`src/hdl/tle_pkg.sv`:
```
`timescale 1ns / 1ps

package tle_pkg;

    localparam int LINE_CAP = 32;
    localparam int ADDR_W   = $clog2(LINE_CAP);
    localparam int MAX_W    = 5;
    localparam int LIM_W    = (ADDR_W > MAX_W) ? ADDR_W : MAX_W;
    localparam int CFG_W    = 5;
    localparam int CMDQ_DEPTH = 2;

    localparam logic [7:0] CH_CR    = 8'h0d;
    localparam logic [7:0] CH_LF    = 8'h0a;
    localparam logic [7:0] CH_BS    = 8'h08;
    localparam logic [7:0] CH_DEL   = 8'h7f;
    localparam logic [7:0] CH_SPACE = 8'h20;
    localparam logic [7:0] CH_NUL   = 8'h00;

    localparam logic CFG_ECHO_ENABLE = 1'b0;
    localparam logic CFG_MAX_CHARS   = 1'b1;

    localparam logic CHAN_ECHO = 1'b0;
    localparam logic CHAN_LINE = 1'b1;

    typedef enum logic [1:0] {
        CMD_CHAR,
        CMD_ERASE,
        CMD_LINE
    } t_cmd_kind;

    typedef struct packed {
        t_cmd_kind  kind;
        logic [7:0] data;
    } t_cmd;

endpackage

```
`src/hdl/tle_ram.sv`:
```
`timescale 1ns / 1ps

module tle_ram #(
    parameter int WIDTH = 8,
    parameter int DEPTH = 32
) (
    input  logic                     i_clk,
    input  logic                     i_we,
    input  logic [$clog2(DEPTH)-1:0] i_waddr,
    input  logic [WIDTH-1:0]         i_wdata,
    input  logic [$clog2(DEPTH)-1:0] i_raddr,
    output logic [WIDTH-1:0]         o_rdata
);

    logic [WIDTH-1:0] r_mem [DEPTH];
    logic [WIDTH-1:0] r_rdata;

    always_ff @(posedge i_clk) begin
        if (i_we) begin
            r_mem[i_waddr] <= i_wdata;
        end
        r_rdata <= r_mem[i_raddr];
    end

    assign o_rdata = r_rdata;

endmodule

```
`src/hdl/tle_cmdq.sv`:
```
`timescale 1ns / 1ps

module tle_cmdq (
    input  logic          i_clk,
    input  logic          i_rst_n,
    input  logic          i_push,
    input  tle_pkg::t_cmd i_cmd,
    output logic          o_full,
    output logic          o_valid,
    output tle_pkg::t_cmd o_cmd,
    input  logic          i_pop
);
    import tle_pkg::*;

    localparam int PTR_W = (CMDQ_DEPTH > 1) ? $clog2(CMDQ_DEPTH) : 1;
    localparam int CNT_W = $clog2(CMDQ_DEPTH + 1);

    t_cmd             r_slot [CMDQ_DEPTH];
    logic [PTR_W-1:0] r_wr_ptr;
    logic [PTR_W-1:0] r_rd_ptr;
    logic [CNT_W-1:0] r_count;
    logic             do_push;
    logic             do_pop;

    assign o_full  = (r_count == CNT_W'(CMDQ_DEPTH));
    assign o_valid = (r_count != '0);
    assign o_cmd   = r_slot[r_rd_ptr];
    assign do_push = i_push && !o_full;
    assign do_pop  = i_pop && o_valid;

    always_ff @(posedge i_clk) begin
        if (!i_rst_n) begin
            r_wr_ptr <= '0;
            r_rd_ptr <= '0;
            r_count  <= '0;
        end else begin
            if (do_push) begin
                r_wr_ptr <= (r_wr_ptr == PTR_W'(CMDQ_DEPTH - 1)) ? '0 : r_wr_ptr + 1'b1;
            end
            if (do_pop) begin
                r_rd_ptr <= (r_rd_ptr == PTR_W'(CMDQ_DEPTH - 1)) ? '0 : r_rd_ptr + 1'b1;
            end
            if (do_push && !do_pop) begin
                r_count <= r_count + 1'b1;
            end else if (do_pop && !do_push) begin
                r_count <= r_count - 1'b1;
            end
        end
    end

    always_ff @(posedge i_clk) begin
        if (do_push) begin
            r_slot[r_wr_ptr] <= i_cmd;
        end
    end

endmodule

```
`src/hdl/tle_front.sv`:
```
`timescale 1ns / 1ps

module tle_front (
    input  logic          i_clk,
    input  logic          i_rst_n,
    input  logic          i_accept,
    input  logic [7:0]    i_rx_byte,
    output logic          o_push,
    output tle_pkg::t_cmd o_cmd
);
    import tle_pkg::*;

    logic r_skip_lf;
    logic cmd_valid;

    // classify the byte; swallowed lf and plain control bytes give no command
    always_comb begin
        cmd_valid   = 1'b0;
        o_cmd.kind  = CMD_CHAR;
        o_cmd.data  = i_rx_byte;
        unique case (i_rx_byte) inside
            CH_CR: begin
                cmd_valid  = 1'b1;
                o_cmd.kind = CMD_LINE;
            end
            CH_LF: begin
                cmd_valid  = !r_skip_lf;
                o_cmd.kind = CMD_LINE;
            end
            CH_BS, CH_DEL: begin
                cmd_valid  = 1'b1;
                o_cmd.kind = CMD_ERASE;
            end
            default: begin
                cmd_valid  = (i_rx_byte >= CH_SPACE);
                o_cmd.kind = CMD_CHAR;
            end
        endcase
    end

    assign o_push = i_accept && cmd_valid;

    always_ff @(posedge i_clk) begin
        if (!i_rst_n) begin
            r_skip_lf <= 1'b0;
        end else if (i_accept) begin
            r_skip_lf <= (i_rx_byte == CH_CR);
        end
    end

endmodule

```
`src/hdl/tle_back.sv`:
```
`timescale 1ns / 1ps

module tle_back (
    input  logic                      i_clk,
    input  logic                      i_rst_n,
    input  logic                      i_cfg_we,
    input  logic                      i_cfg_index,
    input  logic [tle_pkg::CFG_W-1:0] i_cfg_wdata,
    input  logic                      i_cmd_valid,
    input  tle_pkg::t_cmd             i_cmd,
    output logic                      o_cmd_pop,
    output logic                      o_out_valid,
    output logic                      o_channel,
    output logic [7:0]                o_data,
    output logic                      o_last,
    input  logic                      i_pop
);
    import tle_pkg::*;

    typedef enum logic [2:0] {
        S_IDLE,
        S_LF,
        S_ERASE_SP,
        S_ERASE_BS,
        S_RD,
        S_EMIT
    } t_state;

    t_state            r_state,     n_state;
    logic [ADDR_W-1:0] r_fill,      n_fill;
    logic [ADDR_W-1:0] r_idx,       n_idx;
    logic              r_out_valid, n_out_valid;
    logic              r_out_ch,    n_out_ch;
    logic [7:0]        r_out_data,  n_out_data;
    logic              r_out_last,  n_out_last;
    logic              r_echo;
    logic [MAX_W-1:0]  r_max_chars;

    logic              out_free;
    logic              ram_we;
    logic [7:0]        ram_rdata;
    logic [LIM_W-1:0]  limit;

    tle_ram #(
        .WIDTH (8),
        .DEPTH (LINE_CAP)
    ) u_line_ram (
        .i_clk   (i_clk),
        .i_we    (ram_we),
        .i_waddr (r_fill),
        .i_wdata (i_cmd.data),
        .i_raddr (r_idx),
        .o_rdata (ram_rdata)
    );

    always_comb begin
        if (LIM_W'(r_max_chars) > LIM_W'(LINE_CAP - 1)) begin
            limit = LIM_W'(LINE_CAP - 1);
        end else begin
            limit = LIM_W'(r_max_chars);
        end
    end

    assign out_free = !r_out_valid || i_pop;

    always_comb begin
        n_state     = r_state;
        n_fill      = r_fill;
        n_idx       = r_idx;
        n_out_valid = r_out_valid && !i_pop;
        n_out_ch    = r_out_ch;
        n_out_data  = r_out_data;
        n_out_last  = r_out_last;
        o_cmd_pop   = 1'b0;
        ram_we      = 1'b0;
        unique case (r_state)
            S_IDLE: begin
                if (i_cmd_valid && out_free) begin
                    o_cmd_pop = 1'b1;
                    case (i_cmd.kind)
                        CMD_CHAR: begin
                            if (LIM_W'(r_fill) < limit) begin
                                ram_we = 1'b1;
                                n_fill = r_fill + 1'b1;
                                if (r_echo) begin
                                    n_out_valid = 1'b1;
                                    n_out_ch    = CHAN_ECHO;
                                    n_out_data  = i_cmd.data;
                                    n_out_last  = 1'b1;
                                end
                            end
                        end
                        CMD_ERASE: begin
                            if (r_fill != '0) begin
                                n_fill = r_fill - 1'b1;
                                if (r_echo) begin
                                    n_out_valid = 1'b1;
                                    n_out_ch    = CHAN_ECHO;
                                    n_out_data  = CH_BS;
                                    n_out_last  = 1'b0;
                                    n_state     = S_ERASE_SP;
                                end
                            end
                        end
                        CMD_LINE: begin
                            n_idx = '0;
                            if (r_echo) begin
                                n_out_valid = 1'b1;
                                n_out_ch    = CHAN_ECHO;
                                n_out_data  = CH_CR;
                                n_out_last  = 1'b0;
                                n_state     = S_LF;
                            end else begin
                                n_state = S_RD;
                            end
                        end
                        default: begin
                        end
                    endcase
                end
            end
            S_LF: begin
                if (out_free) begin
                    n_out_valid = 1'b1;
                    n_out_ch    = CHAN_ECHO;
                    n_out_data  = CH_LF;
                    n_out_last  = 1'b0;
                    n_state     = S_RD;
                end
            end
            S_ERASE_SP: begin
                if (out_free) begin
                    n_out_valid = 1'b1;
                    n_out_ch    = CHAN_ECHO;
                    n_out_data  = CH_SPACE;
                    n_out_last  = 1'b0;
                    n_state     = S_ERASE_BS;
                end
            end
            S_ERASE_BS: begin
                if (out_free) begin
                    n_out_valid = 1'b1;
                    n_out_ch    = CHAN_ECHO;
                    n_out_data  = CH_BS;
                    n_out_last  = 1'b1;
                    n_state     = S_IDLE;
                end
            end
            S_RD: begin
                // ram address settles here, data shows up next cycle
                if (r_idx == r_fill) begin
                    if (out_free) begin
                        n_out_valid = 1'b1;
                        n_out_ch    = CHAN_LINE;
                        n_out_data  = CH_NUL;
                        n_out_last  = 1'b1;
                        n_fill      = '0;
                        n_state     = S_IDLE;
                    end
                end else begin
                    n_state = S_EMIT;
                end
            end
            S_EMIT: begin
                if (out_free) begin
                    n_out_valid = 1'b1;
                    n_out_ch    = CHAN_LINE;
                    n_out_data  = ram_rdata;
                    n_out_last  = 1'b0;
                    n_idx       = r_idx + 1'b1;
                    n_state     = S_RD;
                end
            end
            default: begin
                n_state = S_IDLE;
            end
        endcase
    end

    always_ff @(posedge i_clk) begin
        if (!i_rst_n) begin
            r_state     <= S_IDLE;
            r_fill      <= '0;
            r_idx       <= '0;
            r_out_valid <= 1'b0;
            r_echo      <= 1'b1;
            r_max_chars <= MAX_W'(31);
        end else begin
            r_state     <= n_state;
            r_fill      <= n_fill;
            r_idx       <= n_idx;
            r_out_valid <= n_out_valid;
            if (i_cfg_we) begin
                case (i_cfg_index)
                    CFG_ECHO_ENABLE: r_echo      <= i_cfg_wdata[0];
                    CFG_MAX_CHARS:   r_max_chars <= i_cfg_wdata[MAX_W-1:0];
                    default: begin
                    end
                endcase
            end
        end
        r_out_ch   <= n_out_ch;
        r_out_data <= n_out_data;
        r_out_last <= n_out_last;
    end

    assign o_out_valid = r_out_valid;
    assign o_channel   = r_out_ch;
    assign o_data      = r_out_data;
    assign o_last      = r_out_last;

endmodule

```
`src/hdl/terminal_line_editor.sv`:
```
`timescale 1ns / 1ps

// channel   direction  handshake          payload
// input     in         push / full        i_rx_byte
// result    out        empty / pop        o_channel, o_data, o_last
// config    in         i_cfg_we           i_cfg_index, i_cfg_wdata
//
// printable byte or unechoed erase: idle only; echoed erase: three results (bs, sp, bs)
// a line end echoes cr and then lf when echo is on, then reads each stored byte
// from the line ram and emits it, and ends with the terminator
// synchronous reset empties the command queue and the result register
// a waiting result stalls the back end; full rises once the command queue fills

module terminal_line_editor (
    input  logic                      i_clk,
    input  logic                      i_rst_n,
    input  logic                      push,
    output logic                      full,
    input  logic [7:0]                i_rx_byte,
    output logic                      empty,
    input  logic                      pop,
    output logic                      o_channel,
    output logic [7:0]                o_data,
    output logic                      o_last,
    input  logic                      i_cfg_we,
    input  logic                      i_cfg_index,
    input  logic [tle_pkg::CFG_W-1:0] i_cfg_wdata
);
    import tle_pkg::*;

    t_cmd front_cmd;
    t_cmd queue_cmd;
    logic front_push;
    logic queue_full;
    logic queue_valid;
    logic queue_pop;
    logic out_valid;
    logic in_accept;

    assign in_accept = push && !queue_full;
    assign full      = queue_full;

    tle_front u_front (
        .i_clk     (i_clk),
        .i_rst_n   (i_rst_n),
        .i_accept  (in_accept),
        .i_rx_byte (i_rx_byte),
        .o_push    (front_push),
        .o_cmd     (front_cmd)
    );

    tle_cmdq u_cmdq (
        .i_clk   (i_clk),
        .i_rst_n (i_rst_n),
        .i_push  (front_push),
        .i_cmd   (front_cmd),
        .o_full  (queue_full),
        .o_valid (queue_valid),
        .o_cmd   (queue_cmd),
        .i_pop   (queue_pop)
    );

    tle_back u_back (
        .i_clk       (i_clk),
        .i_rst_n     (i_rst_n),
        .i_cfg_we    (i_cfg_we),
        .i_cfg_index (i_cfg_index),
        .i_cfg_wdata (i_cfg_wdata),
        .i_cmd_valid (queue_valid),
        .i_cmd       (queue_cmd),
        .o_cmd_pop   (queue_pop),
        .o_out_valid (out_valid),
        .o_channel   (o_channel),
        .o_data      (o_data),
        .o_last      (o_last),
        .i_pop       (pop)
    );

    assign empty = !out_valid;

endmodule
```
`config.mk`:
```
export PLATFORM = sky130hd
export DESIGN_NAME = terminal_line_editor
export DESIGN_NICKNAME = d
export VERILOG_FILES = /design/src/hdl/tle_pkg.sv /design/src/hdl/tle_ram.sv /design/src/hdl/tle_cmdq.sv /design/src/hdl/tle_front.sv /design/src/hdl/tle_back.sv /design/src/hdl/terminal_line_editor.sv
export SDC_FILE = /design/constraint.sdc
export NUM_CORES = 1
export LEC_CHECK = 0
export BUFFER_PORTS_ARGS = -buffer_cell sky130_fd_sc_hd__buf_2
export CORE_UTILIZATION = 56
export CTS_CLUSTER_DIAMETER = 40
export DETAILED_ROUTE_END_ITERATION = 16
export PLACE_DENSITY = 0.72
export SYNTH_ARGS = -nofsm -noshare
export SYNTH_HDL_FRONTEND = slang
export SYNTH_SLANG_ARGS = --single-unit
```
`constraint.sdc`:
```
create_clock -name i_clk -period 2.9 [get_ports i_clk]
set_input_delay 0.29 -clock i_clk [delete_from_list [all_inputs] [get_ports i_clk]]
set_output_delay 0.29 -clock i_clk [all_outputs]
set_load 0.01 [all_outputs]
```
==> impl_metrics.py, run 1 <==
metrics = {
    "global_routing": {
        "busiest_layer": "met2",
        "grt_pass1_wl_um": 45410,
        "grt_pass1_vias": 7795,
        "grt_use_met3_pct": 4.403,
        "grt.total_usage_pct": 25.14,
        "use_met2_pct": 40.37,
        "grt_max_degree": 67,
        "overflow": 0,
        "antenna_found_initial": 2,
        "grt_use_met1_pct": 35.30,
    },
    "finish": {
        "multiInputGateArea_sq_um": 3794,
        "final_cell_mix": "edfxtp_1 (286), mux2i_1 (94), buf_4 (56)",
        "seqCellArea_sq_um": 9274,
        "area_growth_syn_to_layout_pct": 15.72,
        "utilization_pct": 66.04,
        "drive_above_1_share_pct": 20.70,
        "fillers": 1632,
        "finalInstanceArea_sq_um": 15450,
        "final_cells": 1287,
        "nNetsFinal": 971,
        "mostFrequentLayoutCell": "edfxtp_1",
    },
    "logic_synthesis": {
        "netlist_top_cells_area": "edfxtp_1 (64%), mux2i_1 (7.0%), mux4_2 (5.4%)",
        "async_flop_share_pct": 0,
        "ys_ff_latch": 320,
        "synth_cell_type_count": 58,
        "seq_area_frac_synth_pct": 69.40,
        "synth_cells": 854,
        "yosysWarnings": 0,
        "yosysTopAreaCellShare_pct": 64.31,
        "syn_area_sq_um": 13360,
        "synth_edf_count": 286,
        "yosys_most_used_dff": "edfxtp_1",
        "synth.avg_cell_area_sq_um": 15.64,
        "synth_nets": 887,
        "yosys.area.top_type": "edfxtp_1",
    },
    "placement": {
        "dp_slack_ps": 349.1,
        "dpl.hpwl_um": 18820,
        "numPortBuffers": 30,
        "place_congestion": 0.9428,
        "place_area_sq_um": 14140,
        "numPlacedInstances": 1211,
    },
    "timing": {
        "tns_ps": 0,
        "grt_setup_unrepaired": "false",
        "holdWs_ps": 14.49,
        "fmax_mhz": 385.6,
        "slew_violations": 0,
        "fin_skew_ps": 19.87,
        "worst_pin_slew_ps": 1190,
        "relSlewSlack_pct": 20.55,
        "fin_crit_sh_pct": 89.43,
        "hold_viol": 0,
        "final-setup-viol-count": 0,
        "fin_crit_ps": 2593,
        "setup_slack_ps": 306.6,
    },
    "hold_path": {
        "holdCritStartpoint": "i_cfg_wdata[3]",
        "hp-class": "primary input to flop",
    },
    "floorplanning": {
        "core_sq_um": 23400,
        "dieWidth_um": 156.4,
        "initial_utilization_pct": 57.07,
        "std_cell_rows": 56,
        "io_pins": 31,
        "die-area_sq_um": 24470,
        "die_height_um": 156.4,
    },
    "setup_path": {
        "worst_r2r_endpoint": "u_back.u_line_ram.r_mem[1][3]",
        "cpMaxStageDelayCell": "dfxtp_1",
        "end_kind": "flop",
        "critPathMaxStageDelay_ps": 550,
        "criticalPathCategory": "flop to flop",
        "crit_path_frequent_cell": "buf_4",
        "start_kind": "flop",
        "crit-reg2reg-launch": "u_back.r_fill[1]",
        "critPathArrivalTime_ps": 2820,
        "worstSetupStartpoint": "u_back.r_fill[1]",
        "reg2regPathDepth": 7,
        "critPathMaxFanout": 10,
        "cp-endpoint": "u_back.u_line_ram.r_mem[1][3]",
        "reg2reg_slack_ps": 310,
        "required_ps": 3120,
        "path_cells": "ha_1, a31oi_1, o211a_1, nand3_1, buf_4, nor3_1, buf_4",
    },
    "pwr": {
        "p_sw_mw": 3.840,
        "ir_worst_vdd_mv": 0.5569,
        "cellPowerDensity_nw_per_um2": 850.5,
        "seqPwrFrac_pct": 44.6,
        "p_sw_share_pct": 29.21,
        "finalPower_mw": 13.14,
        "power_leakage_nw": 5.205,
        "power.internal_mw": 9.305,
        "combPwrFrac_pct": 19.8,
        "clockPowerShare_pct": 35.6,
    },
    "cts": {
        "cts_tree": "built",
        "clk_path_buf_depth": 3,
        "clk_pin_slew_worst_paths_ps": 60,
        "hold_buffers": 5,
        "cts_num_sinks": 320,
        "htreeDepth": 2,
        "root_buffer": "clkbuf_16",
        "post_cts_resized": 0,
        "numCtsBuffers": 39,
        "clk_latency_ps": 530,
        "post-cts-setup-buffers": 0,
    },
    "route": {
        "dr.pass1.iters": 5,
        "antenna_left": 0,
        "routedWlPerCell_um": 23.14,
        "finalWirelength_um": 29780,
        "viasPerCell": 6.118,
        "vias": 7874,
        "route.detailed.drc": 0,
        "drt_iter0_drc": 770,
    },
    "run": {
        "drv_cap": 0,
    },
    "outcome": {
        "status": "complete, no violations",
    },
}
## how the worst min path moves through the flow
stage,endpoint,depth (start not counted)
after floorplan,u_cmdq.r_slot[0][0],0
after detailed placement,u_front.r_skip_lf,2
after global placement,u_cmdq.r_wr_ptr,2
final,u_back.r_max_chars[3],3
after global routing,u_back.r_max_chars[3],3
after CTS,u_back.r_max_chars[3],3
## synth_stat cells, types with 3 or more instances
| library cell | number |
|---|---|
| o21a_1 | 3 |
| dfxtp_1 | 34 |
| o22ai_1 | 5 |
| buf_1 | 5 |
| nand2_1 | 41 |
| nor2b_1 | 8 |
| inv_1 | 20 |
| and2_1 | 4 |
| o221ai_1 | 8 |
| a31oi_1 | 11 |
| a21o_1 | 5 |
| a22oi_1 | 8 |
| nand3b_1 | 3 |
| clkbuf_1 | 22 |
| nor3_1 | 36 |
| xnor2_1 | 3 |
| a21oi_1 | 27 |
| nand4_1 | 7 |
| o211ai_1 | 9 |
| edfxtp_1 | 286 |
| nor2_1 | 44 |
| mux2_2 | 4 |
| a22o_1 | 16 |
| xor2_1 | 12 |
| mux2i_1 | 94 |
| nor4_1 | 7 |
| buf_2 | 19 |
| ha_1 | 13 |
| nand3_1 | 15 |
| o21ai_0 | 11 |
| nand2b_1 | 9 |
| mux4_2 | 32 |
## flip-flops by register name (all words and copies together) (netlist names), named ones only
signal                     cells
u_back.o_data                  8
u_cmdq.r_count                 2
u_back.r_max_chars             5
u_cmdq.r_rd_ptr                1
u_cmdq.r_slot                 20
u_back.u_line_ram.o_rdata      8
u_front.r_skip_lf              1
u_back.r_echo                  1
u_back.r_state                 3
u_back.o_out_valid             1
u_back.r_fill                  5
u_cmdq.r_wr_ptr                1
u_back.o_channel               1
u_back.o_last                  1
u_back.u_line_ram.r_mem      256
u_back.r_idx                   5
## final cells by class
type	instances	share of cell area, %
flip-flops and latches	320	60.01
multi-input cells	464	24.55
repair buffers	92	4.145
diodes	2	0.03238
clock inverters	25	1.538
clock buffers	44	6.639
well taps	319	2.583
inverters	21	0.5100
## layer usage
metal	wire (um)	vias up
li1	-	3509
met1	12630	3947
met2	14230	360
met3	2281	58
met4	638	0
met5	0	-
## power by group through the flow
stage               Combinational, mW  Sequential (mW)  Clock [mW]
global placement                 2.46             5.95           0
floorplan                        1.54             5.97           0
CTS                              2.57             5.87        4.73
finish                           2.60             5.87        4.67
global route                     2.80             5.89        4.89
detailed placement               2.56             5.96           0
## logic make-up after synthesis
logic type | after synthesis | share of synthesized area [%]
compound gates | 118 | 6.258
xor+xnor | 15 | 0.9837
fa+ha+maj | 14 | 1.368
buf+inv | 70 | 2.239
flops | 320 | 69.40
mux | 130 | 12.78
simple gates | 187 | 6.970
## critical path, delay by kind of cell, from the launching register on
kind / cells / cell delay, ps
and+or+nand+nor: 2 / 450
buffers and inverters: 2 / 430
AOI/OAI and AO/OA: 2 / 570
DFF: 1 / 550
adders and majority gates: 1 / 310
No activity file was read; power rests on OpenSTA's default activity.
==> run 2: changes to the inputs <==
- clock period: 2.9 -> 2.1 ns (I/O delays scaled with it)
==> impl_metrics.py, run 2 (same netlist as run 1, synthesis figures left out) <==
metrics = {
    "setup_path": {
        "required_ps": 2330,
        "critPathMaxFanout": 8,
        "reg2regPathDepth": 10,
        "critPathArrivalTime_ps": 2480,
        "criticalPathCategory": "flop to flop",
        "start_kind": "flop",
        "end_kind": "flop",
    },
    "route": {
        "viasPerCell": 6.040,
        "dr.pass1.iters": 5,
        "finalWirelength_um": 31610,
        "drt_iter0_drc": 822,
        "vias": 8275,
        "antenna_left": 0,
        "route.detailed.drc": 0,
        "routedWlPerCell_um": 23.07,
    },
    "global_routing": {
        "grt_pass1_wl_um": 47870,
        "overflow": 0,
        "grt_use_met1_pct": 37.00,
        "grt_max_degree": 42,
        "grt_pass1_vias": 8432,
        "antenna_found_initial": 0,
        "use_met2_pct": 43.62,
        "grt_use_met3_pct": 4.376,
        "busiest_layer": "met2",
        "grt.total_usage_pct": 26.62,
    },
    "run": {
        "drv_cap": 0,
    },
    "cts": {
        "cts_tree": "built",
        "cts_num_sinks": 320,
        "htreeDepth": 2,
        "clk_path_buf_depth": 3,
        "clk_pin_slew_worst_paths_ps": 60,
        "root_buffer": "clkbuf_16",
        "clk_latency_ps": 520,
        "numCtsBuffers": 41,
    },
    "timing": {
        "hold_viol": 0,
        "fin_crit_ps": 2253,
        "fmax_mhz": 443.9,
        "fin_crit_sh_pct": 107.3,
        "fin_skew_ps": 19.21,
        "final-setup-viol-count": 272,
        "grt_setup_unrepaired": "true",
        "setup_slack_ps": -152.8,
        "slew_violations": 0,
        "relSlewSlack_pct": 67.75,
        "worst_pin_slew_ps": 482.4,
    },
    "finish": {
        "mostFrequentLayoutCell": "edfxtp_1",
        "reg_top3": "u_back.u_line_ram.r_mem (256), u_cmdq.r_slot (20)",
        "finalInstanceArea_sq_um": 17150,
        "diodes": 0,
        "final_cells": 1370,
        "area_growth_syn_to_layout_pct": 28.40,
        "nNetsFinal": 1055,
        "largest-register": "u_back.u_line_ram.r_mem",
        "largest_reg_flops": 256,
        "drive_above_1_share_pct": 31.97,
        "final_cell_mix": "edfxtp_1 (286), mux2i_1 (92), buf_4 (75)",
    },
    "placement": {
        "place_congestion": 0.8916,
        "numPlacedInstances": 1265,
        "place_area_sq_um": 15270,
        "dpl.hpwl_um": 19920,
        "numPortBuffers": 30,
    },
    "floorplanning": {
        "io_pins": 31,
        "die_height_um": 156.4,
        "std_cell_rows": 56,
        "die-area_sq_um": 24470,
        "dieWidth_um": 156.4,
        "core_sq_um": 23400,
        "initial_utilization_pct": 57.07,
    },
    "pwr": {
        "ir_worst_vdd_mv": 0.8038,
        "power_leakage_nw": 5.866,
        "p_sw_share_pct": 30.15,
        "combPwrFrac_pct": 25.8,
        "power.internal_mw": 13.60,
        "cellPowerDensity_nw_per_um2": 1136,
        "clockPowerShare_pct": 32.5,
        "finalPower_mw": 19.48,
        "seqPwrFrac_pct": 41.7,
        "p_sw_mw": 5.873,
    },
    "outcome": {
        "violations": "setup timing",
        "status": "finished, violations left",
    },
    "hold_path": {
        "hp-class": "primary input to flop",
        "hold_depth": 4,
    },
}
==> run 2: cell types whose count changed in the layout (fill, tap and decap cells not counted), moves of 6 or more <==
cell           before  now
dlygate4sd3_1       5   13
buf_12              1   35
buf_4              56   75
ha_1               13    7
nor3_4              1   19
nor3_1             36   18
nor2_1             44   30
nor2_4              0   13
buf_6               0   21
==> run 2: stage by stage <==
stage	hold slack (ps)	setup slack, ps	setup TNS [ps]	utilization (%)
finish	26.06	-152.8	-23370	73.27
global route	40.38	-243.3	-47840	73.27
CTS	7.503	-150.1	-18890	72.54
detailed placement	434.4	-248.6	-32750	65.26
global placement	431.0	-181.7	-27030	65.26
floorplan	308.9	-253.9	-16100	-
==> run 2: path summary, 6_finish.rpt <==
kind	slack, ps	from	endpoint
max reg2reg	-150	u_back.r_max_chars[2]	u_back.u_line_ram.r_mem[3][0]
min	30	i_cfg_index	u_back.r_echo
max	-150	u_back.r_max_chars[2]	u_back.u_line_ram.r_mem[3][0]
min reg2reg	530	u_cmdq.r_rd_ptr	u_cmdq.r_rd_ptr
==> run 2: timing repair <==
action,CTS,global route
endpoints found under the hold margin,22,0
hold buffers,13,0
endpoints found under the setup margin,274,279
buffers inserted,14,6
resized for setup,34,27
pin swaps,31,30
==> run 2: layout make-up <==
type	count	area [sq um]
clock buffer	50	1080
fill	1448	6255
clock inverter	22	165.2
sequential	320	9281
tap	319	399.1
multi-input combinational	464	4355
inverter	21	86.33
timing repair buffer	174	1780
==> run 2: per-layer routing <==
layer	routed length [um]	up-vias
met5	0	-
met4	709	0
met3	2015	62
met2	15690	302
met1	13190	4213
li1	-	3698
==> run 2: critical path, cell delays in order (launching register included) <==
cell and delay (ps):
dfxtp_2 310, inv_2 60, ha_4 200, a21o_1 160, a31oi_1 140, buf_4 140
o211a_4 240, nand4_1 190, buf_4 210, nor3_4 150, buf_12 150
==> run 2: power by group through the flow <==
stage / Clock [mW] / Sequential [mW] / Combinational, mW
finish: 6.33 / 8.11 / 5.03
global route: 6.70 / 8.14 / 5.34
CTS: 6.44 / 8.11 / 4.74
detailed placement: 0 / 8.22 / 4.42
global placement: 0 / 8.21 / 4.26
floorplan: 0 / 8.25 / 2.49
